===== config.mk =====
export PLATFORM = sky130hd
export DESIGN_NAME = iambic_morse_keyer
export DESIGN_NICKNAME = d
export VERILOG_FILES = /design/src/rtl/imk_pkg.sv /design/src/rtl/imk_step.sv /design/src/rtl/iambic_morse_keyer.sv
export SDC_FILE = /design/constraint.sdc
export NUM_CORES = 1
export LEC_CHECK = 0
export BUFFER_PORTS_ARGS = -buffer_cell sky130_fd_sc_hd__buf_2
export CORE_MARGIN = 1
export CORE_UTILIZATION = 30
export CTS_CLUSTER_SIZE = 40
export DETAILED_ROUTE_END_ITERATION = 10
export GPL_ROUTABILITY_DRIVEN = 0
export PLACE_DENSITY_LB_ADDON = 0.05
export RECOVER_POWER = 25
export SLEW_MARGIN = 20
export SYNTH_ARGS = -nofsm -noshare
export SYNTH_HDL_FRONTEND = slang
export SYNTH_SLANG_ARGS = --single-unit

===== constraint.sdc =====
create_clock -name clk -period 6.8 [get_ports clk]
set_input_delay 2.04 -clock clk [delete_from_list [all_inputs] [get_ports clk]]
set_output_delay 2.04 -clock clk [all_outputs]
set_load 0.1 [all_outputs]

===== src/rtl/imk_pkg.sv =====
// shared types, codes and defaults for the iambic morse keyer
package imk_pkg;

  // default parameter values
  localparam int MAX_DIT_TICKS_DEF = 1200;
  localparam int PAUSE_WINDOW_DEF  = 2000;

  // fixed field widths
  localparam int DIT_W   = 11;
  localparam int PAUSE_W = 11;

  // input commands
  localparam logic [1:0] CMD_DIT  = 2'd0;
  localparam logic [1:0] CMD_DAH  = 2'd1;
  localparam logic [1:0] CMD_TICK = 2'd2;

  // result events
  localparam logic [1:0] EV_NONE  = 2'd0;
  localparam logic [1:0] EV_START = 2'd1;
  localparam logic [1:0] EV_SPACE = 2'd2;

  // reported phase codes
  localparam logic [1:0] KP_IDLE = 2'd0;
  localparam logic [1:0] KP_DIT  = 2'd1;
  localparam logic [1:0] KP_DAH  = 2'd2;

  // configuration register indexes
  localparam logic [1:0] REG_ENABLED  = 2'd0;
  localparam logic [1:0] REG_MODE     = 2'd1;
  localparam logic [1:0] REG_REVERSED = 2'd2;
  localparam logic [1:0] REG_DIT      = 2'd3;

  // keyer element state
  typedef enum logic [2:0] {
    PH_IDLE = 3'b001,
    PH_DIT  = 3'b010,
    PH_DAH  = 3'b100
  } imk_phase_t;

  typedef struct packed {
    logic             enabled;
    logic             mode;
    logic             reversed;
    logic [DIT_W-1:0] dit_ticks;
  } imk_cfg_t;

  typedef struct packed {
    logic       dit_level;
    logic       dah_level;
    logic       dit_mem;
    logic       dah_mem;
    logic       squeeze;
    logic       idle_known;
    imk_phase_t phase;
  } imk_flags_t;

  typedef struct packed {
    logic [1:0]         event_res;
    logic               is_dit;
    logic               pause_valid;
    logic [PAUSE_W-1:0] pause_ticks;
    logic [1:0]         keyer_phase;
  } imk_res_t;

endpackage


===== src/rtl/imk_step.sv =====
// next-state and result logic for one keyer beat
module imk_step #(
  parameter int MAX_DIT_TICKS = imk_pkg::MAX_DIT_TICKS_DEF,
  parameter int PAUSE_WINDOW  = imk_pkg::PAUSE_WINDOW_DEF,
  localparam int TICK_W = $clog2(4 * MAX_DIT_TICKS + 1),
  localparam int IDLE_W = $clog2(PAUSE_WINDOW + 2)
) (
  input  imk_pkg::imk_cfg_t   cfg,
  input  imk_pkg::imk_flags_t flags_q,
  input  logic [TICK_W-1:0]   ticks_q,
  input  logic [IDLE_W-1:0]   idle_q,
  input  logic [1:0]          command,
  input  logic                pressed,
  output imk_pkg::imk_flags_t flags_next,
  output logic [TICK_W-1:0]   ticks_next,
  output logic [IDLE_W-1:0]   idle_next,
  output imk_pkg::imk_res_t   res
);

  localparam int CMP_W = (TICK_W > imk_pkg::DIT_W) ? TICK_W : imk_pkg::DIT_W;

  logic [CMP_W-1:0]         dit_ext;
  logic [CMP_W-1:0]         len;
  logic [IDLE_W+10:0]       idle_wide;
  logic                     ld, lh, d, h;
  logic                     was_dit;
  logic                     start_go, start_dit, idle_go;

  // clamp the dit length into 1..MAX_DIT_TICKS
  always_comb begin
    dit_ext = CMP_W'(cfg.dit_ticks);
    if (dit_ext == '0) begin
      len = CMP_W'(1);
    end else if (dit_ext > CMP_W'(MAX_DIT_TICKS)) begin
      len = CMP_W'(MAX_DIT_TICKS);
    end else begin
      len = dit_ext;
    end
  end

  assign idle_wide = {{imk_pkg::PAUSE_W{1'b0}}, idle_q};

  always_comb begin
    flags_next = flags_q;
    ticks_next = ticks_q;
    idle_next  = idle_q;
    res        = '0;
    start_go   = 1'b0;
    start_dit  = 1'b0;
    idle_go    = 1'b0;

    case (command)
      imk_pkg::CMD_DIT: begin
        flags_next.dit_level = pressed;
        if (pressed) flags_next.dit_mem = 1'b1;
      end
      imk_pkg::CMD_DAH: begin
        flags_next.dah_level = pressed;
        if (pressed) flags_next.dah_mem = 1'b1;
      end
      default: ;
    endcase

    // logical paddles after the level update
    ld = cfg.reversed ? flags_next.dah_level : flags_next.dit_level;
    lh = cfg.reversed ? flags_next.dit_level : flags_next.dah_level;
    d  = ld | (cfg.reversed ? flags_next.dah_mem : flags_next.dit_mem);
    h  = lh | (cfg.reversed ? flags_next.dit_mem : flags_next.dah_mem);
    was_dit = (flags_q.phase == imk_pkg::PH_DIT);

    case (command)
      imk_pkg::CMD_DIT, imk_pkg::CMD_DAH: begin
        if (cfg.enabled) begin
          if (flags_q.phase != imk_pkg::PH_IDLE) begin
            if (d && h) flags_next.squeeze = 1'b1;
          end else if (d) begin
            start_go  = 1'b1;
            start_dit = 1'b1;
          end else if (h) begin
            start_go  = 1'b1;
          end
        end
      end
      imk_pkg::CMD_TICK: begin
        if (flags_q.phase == imk_pkg::PH_IDLE) begin
          if (flags_q.idle_known && idle_q <= IDLE_W'(PAUSE_WINDOW))
            idle_next = idle_q + IDLE_W'(1);
        end else if (ticks_q <= TICK_W'(1)) begin
          ticks_next = '0;
          // slot end: iambic choice of the next element
          if (flags_q.squeeze && !ld && !lh) begin
            if (cfg.mode) begin
              start_go  = 1'b1;
              start_dit = !was_dit;
            end else begin
              idle_go = 1'b1;
            end
          end else if (d && h) begin
            start_go  = 1'b1;
            start_dit = !was_dit;
          end else if (d) begin
            start_go  = 1'b1;
            start_dit = 1'b1;
          end else if (h) begin
            start_go  = 1'b1;
          end else if (flags_q.squeeze && cfg.mode) begin
            start_go  = 1'b1;
            start_dit = !was_dit;
          end else begin
            idle_go = 1'b1;
          end
        end else begin
          ticks_next = ticks_q - TICK_W'(1);
        end
      end
      default: ;
    endcase

    if (start_go) begin
      if (flags_q.phase == imk_pkg::PH_IDLE && flags_q.idle_known &&
          idle_q <= IDLE_W'(PAUSE_WINDOW)) begin
        res.pause_valid = 1'b1;
        res.pause_ticks = idle_wide[imk_pkg::PAUSE_W-1:0];
      end
      flags_next.phase = start_dit ? imk_pkg::PH_DIT : imk_pkg::PH_DAH;
      if (start_dit != cfg.reversed) flags_next.dit_mem = 1'b0;
      else                           flags_next.dah_mem = 1'b0;
      flags_next.squeeze = ld && lh;
      ticks_next = start_dit ? TICK_W'(len << 1) : TICK_W'(len << 2);
      res.event_res = imk_pkg::EV_START;
      res.is_dit    = start_dit;
    end

    if (idle_go) begin
      flags_next.phase      = imk_pkg::PH_IDLE;
      flags_next.squeeze    = 1'b0;
      flags_next.dit_mem    = 1'b0;
      flags_next.dah_mem    = 1'b0;
      flags_next.idle_known = 1'b1;
      ticks_next = '0;
      idle_next  = '0;
      res.event_res = imk_pkg::EV_SPACE;
    end

    case (flags_next.phase)
      imk_pkg::PH_DIT: res.keyer_phase = imk_pkg::KP_DIT;
      imk_pkg::PH_DAH: res.keyer_phase = imk_pkg::KP_DAH;
      default:         res.keyer_phase = imk_pkg::KP_IDLE;
    endcase
  end

endmodule


===== src/rtl/iambic_morse_keyer.sv =====
// iambic morse keyer (modes a and b) top level
//
//  channel  dir  handshake              payload
//  in       in   in_valid / in_stall    command, pressed
//  out      out  out_valid / out_stall  event_res, element_is_dit, pause_valid,
//                                       pause_ticks, keyer_phase
//  cfg      in   cfg_valid / cfg_ready  cfg_index, cfg_data
//
// one result beat per input beat, one beat per cycle sustained while out_stall stays low
// a beat passes the input register, then keyer logic into the output register
// keyer state updates in the same cycle the result register loads
// out_stall holds the result register; the input register keeps taking a beat
//   while empty, so one beat waits in each stage
// rst (synchronous) clears the pipeline valids, keyer state and config defaults
module iambic_morse_keyer #(
  parameter int MAX_DIT_TICKS = imk_pkg::MAX_DIT_TICKS_DEF,
  parameter int PAUSE_WINDOW  = imk_pkg::PAUSE_WINDOW_DEF
) (
  input  logic        clk,
  input  logic        rst,
  // item channel
  input  logic        in_valid,
  output logic        in_stall,
  input  logic [1:0]  command,
  input  logic        pressed,
  // result channel
  output logic        out_valid,
  input  logic        out_stall,
  output logic [1:0]  event_res,
  output logic        element_is_dit,
  output logic        pause_valid,
  output logic [10:0] pause_ticks,
  output logic [1:0]  keyer_phase,
  // configuration writes
  input  logic        cfg_valid,
  output logic        cfg_ready,
  input  logic [1:0]  cfg_index,
  input  logic [10:0] cfg_data
);

  localparam int TICK_W = $clog2(4 * MAX_DIT_TICKS + 1);
  localparam int IDLE_W = $clog2(PAUSE_WINDOW + 2);

  // config registers
  imk_pkg::imk_cfg_t   cfg;

  // input stage
  logic                s1_valid;
  logic [1:0]          s1_command;
  logic                s1_pressed;

  // keyer state
  imk_pkg::imk_flags_t flags;
  imk_pkg::imk_flags_t flags_next;
  logic [TICK_W-1:0]   ticks_left;
  logic [TICK_W-1:0]   ticks_left_next;
  logic [IDLE_W-1:0]   idle_count;
  logic [IDLE_W-1:0]   idle_count_next;

  // result register
  imk_pkg::imk_res_t   res_next;
  imk_pkg::imk_res_t   res;

  logic                advance;

  // output register frees up when empty or taken this cycle
  assign advance   = !out_valid || !out_stall;
  assign in_stall  = s1_valid && !advance;
  assign cfg_ready = 1'b1;

  // config writes, only issued while the keyer is quiet: the user keeps to this, the block does not enforce it
  always_ff @(posedge clk) begin
    if (rst) begin
      cfg.enabled   <= 1'b1;
      cfg.mode      <= 1'b0;
      cfg.reversed  <= 1'b0;
      cfg.dit_ticks <= 11'd60;
    end else if (cfg_valid && cfg_ready) begin
      case (cfg_index)
        imk_pkg::REG_ENABLED:  cfg.enabled   <= cfg_data[0];
        imk_pkg::REG_MODE:     cfg.mode      <= cfg_data[0];
        imk_pkg::REG_REVERSED: cfg.reversed  <= cfg_data[0];
        imk_pkg::REG_DIT:      cfg.dit_ticks <= cfg_data;
        default: ;
      endcase
    end
  end

  // input register
  always_ff @(posedge clk) begin
    if (rst) begin
      s1_valid <= 1'b0;
    end else if (!in_stall) begin
      s1_valid <= in_valid;
    end
  end

  always_ff @(posedge clk) begin
    if (in_valid && !in_stall) begin
      s1_command <= command;
      s1_pressed <= pressed;
    end
  end

  imk_step #(
    .MAX_DIT_TICKS (MAX_DIT_TICKS),
    .PAUSE_WINDOW  (PAUSE_WINDOW)
  ) u_step (
    .cfg        (cfg),
    .flags_q    (flags),
    .ticks_q    (ticks_left),
    .idle_q     (idle_count),
    .command    (s1_command),
    .pressed    (s1_pressed),
    .flags_next (flags_next),
    .ticks_next (ticks_left_next),
    .idle_next  (idle_count_next),
    .res        (res_next)
  );

  // keyer state moves only when a beat crosses into the output register
  always_ff @(posedge clk) begin
    if (rst) begin
      flags.dit_level  <= 1'b0;
      flags.dah_level  <= 1'b0;
      flags.dit_mem    <= 1'b0;
      flags.dah_mem    <= 1'b0;
      flags.squeeze    <= 1'b0;
      flags.idle_known <= 1'b0;
      flags.phase      <= imk_pkg::PH_IDLE;
      ticks_left       <= '0;
      idle_count       <= '0;
      out_valid        <= 1'b0;
    end else if (advance) begin
      out_valid <= s1_valid;
      if (s1_valid) begin
        flags      <= flags_next;
        ticks_left <= ticks_left_next;
        idle_count <= idle_count_next;
      end
    end
  end

  // result payload
  always_ff @(posedge clk) begin
    if (advance && s1_valid) begin
      res <= res_next;
    end
  end

  assign event_res      = res.event_res;
  assign element_is_dit = res.is_dit;
  assign pause_valid    = res.pause_valid;
  assign pause_ticks    = res.pause_ticks;
  assign keyer_phase    = res.keyer_phase;

`ifndef ASSERT_OFF
  // a running element always has ticks left, idle never does
  a_ticks_phase: assert property (@(posedge clk) disable iff (rst)
    (flags.phase == imk_pkg::PH_IDLE) == (ticks_left == '0))
    else $error("ticks_left out of step with phase");

  // idle counter saturates one past the pause window
  a_idle_sat: assert property (@(posedge clk) disable iff (rst)
    idle_count <= IDLE_W'(PAUSE_WINDOW + 1))
    else $error("idle_count past saturation");

  // a started element shows a playing phase
  a_start_phase: assert property (@(posedge clk) disable iff (rst)
    out_valid && event_res == imk_pkg::EV_START |-> keyer_phase != imk_pkg::KP_IDLE)
    else $error("element start with idle phase");

  // a character space leaves the keyer idle
  a_space_phase: assert property (@(posedge clk) disable iff (rst)
    out_valid && event_res == imk_pkg::EV_SPACE |-> keyer_phase == imk_pkg::KP_IDLE)
    else $error("character space with playing phase");

  // a pause is only reported with an element start
  a_pause_start: assert property (@(posedge clk) disable iff (rst)
    out_valid && pause_valid |-> event_res == imk_pkg::EV_START)
    else $error("pause reported without element start");

  // input stage only stalls while it holds a beat
  a_stall_full: assert property (@(posedge clk) disable iff (rst)
    in_stall |-> s1_valid)
    else $error("input stalled while empty");
`endif

endmodule


======== Word-level counts from Yosys, hierarchy flattened ========
Cells that the tools add are included.
storage, ports and cells
  register bits ........................... 69
  input port bits ......................... 21
  output and inout bits ................... 20
cells by class
  $add $sub $neg .......................... 2
  $lt $le $gt $ge ......................... 3
  eq/ne operators ......................... 12
  multiplexer cells ....................... 69
  bitwise gates (word level) .............. 2
  reductions and logical operators ........ 41
operators by type and width
  cell                     number
  $mux W13                 6
  $mux W11                 6
  $mux W1                  48
  $reduce_bool A3 Y1       5
  $mux W14                 1
  $le A13 B1 Y1 const B    1
  $sub A13 B1 Y13 const B  1
  $mux W12                 1
  $reduce_and A2 Y1        6
  $add A11 B1 Y11 const B  1
  $gt A11 B11 Y1 const B   1
  $le A11 B11 Y1 const B   1
  $logic_and A1 B1 Y1      11
  $logic_not A11 Y1        1
  $mux W3                  3
  $logic_not A1 Y1         7
  $mux W7                  1
  $eq A2 B2 Y1 const B     3
  $eq A3 B2 Y1 const B     2
  $ne A3 B1 Y1 const B     2
  $reduce_and A6 Y1        1
  $reduce_bool A2 Y1       3
  $reduce_and A5 Y1        1
  $eq A2 B1 Y1 const B     2
  11 further kinds         14

======== Depth between registers and ports, before layout ========
  depth after elaboration ................. 17
  mapped depth ............................ 11
  gate-level depth less buffers ........... 9

======== By module ========
A second synthesis with hierarchy kept.
unflattened totals
  cell total of the unflattened synthesis .. 478
  area, all modules ....................... 4416.7 um^2
modules (own cells, without submodules)
  module              instances  cells each  area each (um^2)  sequential area each (um^2)
  iambic_morse_keyer  1          237         2802.7            1581.5
  imk_step            1          241         1614.0            0.0

======== Least setup slack after synthesis ========
Ideal clock, no wire load.
  path kind ............................... in2out
  start point ............................. in out_stall
  end point ............................... out in_stall
  arrival ................................. 2851 ps
  data required time ...................... 4760 ps
  path slack .............................. 1909 ps
  stages .................................. 1
  path buffers ............................ 0
  cells stage by stage .................... and3_1
between the ends
  cells in the longest elaborated chain, start to end .. 4
RTL lines
  item                 line                      source
  start, declared      iambic_morse_keyer.sv:28  input logic out_stall,
  $logic_not A1 Y1     iambic_morse_keyer.sv:67  assign advance = !out_valid || !out_stall;
  $logic_or A1 B1 Y1   iambic_morse_keyer.sv:67
  $logic_not A1 Y1     iambic_morse_keyer.sv:68  assign in_stall = s1_valid && !advance;
  $logic_and A1 B1 Y1  iambic_morse_keyer.sv:68
  end, declared        iambic_morse_keyer.sv:23  output logic in_stall,
No other way between the ends.

======== Final worst setup path ========
Same ends and word-level chain as after synthesis.

==> metrics.yaml <==
outcome:
  status: "complete, no violations"
route:
  dr_total_vias: 3127
  avgViaCountPerCell: 5.26
  drt-total-wl_microns: 9460
  post-route-drc-count: 0
  first_pass_iters: 5
  wl_per_cell_microns: 15.9
  first_iter_violations: 197
  ant_nets: 0
critical_path:
  slowest_delay_ps: 440
  critPathBufInv: 2
  setup.worst_path.start_class: "primary input"
  arrival_ps: 2800
  critPathTopFamily: "buffers and inverters"
  crit_slowest_cell: "buf_2"
  critical_path_class: "primary input to primary output"
  crit_path_cell_trace: "clkbuf_1 > and3_1 > buf_2"
  critPathMaxFanout: 3
  crit_path_end_kind: "primary output"
  cp_data_required_time_ps: 4760
global_route:
  grt_pass1_wl_microns: 15800
  grt_max_degree: 28
  grt_pass1_vias: 3026
  grt_usage_pct: 16.0
  antenna_found_initial: 0
  grt_overflow: 0
synth:
  synth_edf_count: 20
  async_flop_share_pct: 0
  ys_seq_area_share_pct: 43.1
  yosys_warnings: 0
  yosysTopAreaCell: "dfxtp_1"
  ys_types: 71
  synth_flop_cell: "dfxtp_1"
  syn_avg_cell_area_sq_um: 8.88
  synthTopCellsByArea: "dfxtp_1 (27%), edfxtp_1 (16%), nand2_1 (4.9%)"
  synth_nets: 438
  synth-seq-cells: 69
  syn-cell-area_sq_um: 3670
  netlist_instances: 413
  synth_top_cell_area_share_pct: 26.7
clock_network:
  clock_latency_ps: 340
  path_clk_slew_ps: 50
  cts_setup_buffers: 0
  cts_buffers: 9
  cts_num_sinks: 69
  cts_max_path_buffers: 2
  hold_buffers: 0
  cts_tree: "yes"
  htree_levels: 3
  cts_resized: 0
  clock-root-buffer: "clkbuf_16"
layout:
  nets: 468
  drive_gt1_share_pct: 14.1
  nFillCells: 1276
  num_antenna_cells: 0
  seqCellArea_sq_um: 1580
  multi_input_area_sq_um: 1870
  layout_common_cells: "dfxtp_1 (49), nand2_1 (48), nor2_1 (41)"
  syn_to_final_growth_pct: 14.1
  postLayoutCoreUtil_pct: 35.0
  final_common_cell: "dfxtp_1"
job:
  cap_violations: 0
die:
  dieHeight_microns: 113
  io_pins: 41
  start_util_pct: 30.7
  core_area_sq_um: 12000
  dieArea_sq_um: 12700
  die_width_microns: 113
  rows: 40
sta:
  rsz0062_at_grt: "no"
  worstMarginPinSlew_ps: 1490
  fmax_ghz: 0.207
  fin_tns_setup_ps: 0
  slew_viol_final: 0
  final_hold_viol_count: 0
  fin_ws_ps: 1960
  finalClockSkew_ps: 9.97
  relSlewSlack_pct: 0.911
  min_period_ps: 4840
  fin_crit_sh_pct: 71.2
  setup_violations: 0
power_and_ir_drop:
  max-vdd-ir-drop_v: 0.0000911
  p_per_area_nw_per_um2: 282
  p_leak_nw: 1.54
placement:
  portBuffers: 39
  pre_cts_ws_ps: 1990
  dp_hpwl_microns: 6440
hold_path:
  hold_path_class: "register to register"
==> flip-flops by register name, summed over array words and instances, names as in the netlist <==
name	cells
cfg	14
element_is_dit	1
event_res	2
flags	9
idle_count	11
keyer_phase	2
out_valid	1
pause_ticks	11
pause_valid	1
s1_command	2
s1_pressed	1
s1_valid	1
ticks_left	13
==> synth_stat cells, types with 6 or more instances <==
library cell  number
o21ai_0           20
nor2_1            40
edfxtp_1          20
and2_1            12
mux2i_1            7
nand2_1           48
xor2_1             8
buf_6              6
inv_1             10
nand3_1           14
nor4_1             8
clkbuf_1          10
nor3_1            11
a21oi_1           33
nand4_1            8
and3_1             7
dfxtp_1           49
==> power by group <==
part           internal, mW  switching [mW]  leakage (nW)
logic                0.0758           0.172         0.810
clock network         0.284           0.187         0.142
registers             0.443          0.0184         0.584
==> cells by family after synthesis <==
| family | synth area share (%) |
|---|---|
| AOI/OAI and AO/OA | 20.7 |
| xor gates and xnor gates | 2.87 |
| adders and majority gates | 1.36 |
| buffers and inverters | 5.08 |
| DFF | 43.1 |
| muxes | 2.22 |
| other | 0.102 |
| and+or+nand+nor | 24.5 |
==> per-stage QoR <==
step                std cells  hold slack, ps  power [mW]  area (sq um)
floorplan                 413             437       0.675          3670
global placement          579             451       0.721          3920
detailed placement        579             462       0.719          3920
CTS                       595             472        1.19          4220
global route              595             496        1.24          4190
finish                    595             469        1.18          4190
==> path summary, 6_finish.rpt <==
kind	from	to	slack (ps)	cells past startpoint
worst min-delay path	cfg[0]	cfg[0]	470	2
worst max-delay path	out_stall	in_stall	1960	3
worst min register to register	cfg[0]	cfg[0]	470	2
worst max register to register	s1_command[1]	ticks_left[9]	3300	8
==> routing by layer <==
metal / share of wire (%) / wire length, microns / up-vias / global-route usage [%]
met4: 1.1 / 103 / 0 / 5.07
met2: 45 / 4240 / 80 / 25.4
met3: 3.9 / 373 / 11 / 3.13
met1: 50 / 4740 / 1450 / 21.9
li1: - / - / 1586 / -
met5: 0 / 0 / - / 0
==> worst register-to-register path, stage by stage, from the launching register on <==
cell	delay, ps
edfxtp_1	530
and2b_1	270
o31ai_1	460
nand2b_1	210
a32oi_1	210
nor2_1	650
inv_2	290
o311ai_0	610
a21oi_1	120
==> final cells by class <==
cell class                 count  share of cell area, %
sequential                    69                   37.8
inverter                      13                   1.29
clock buffer                  10                   5.47
tap                          147                   4.39
multi-input combinational    310                   44.7
clock inverter                 6                   1.55
timing repair buffer          40                   4.78
No activity file was read; power rests on OpenSTA's default activity.
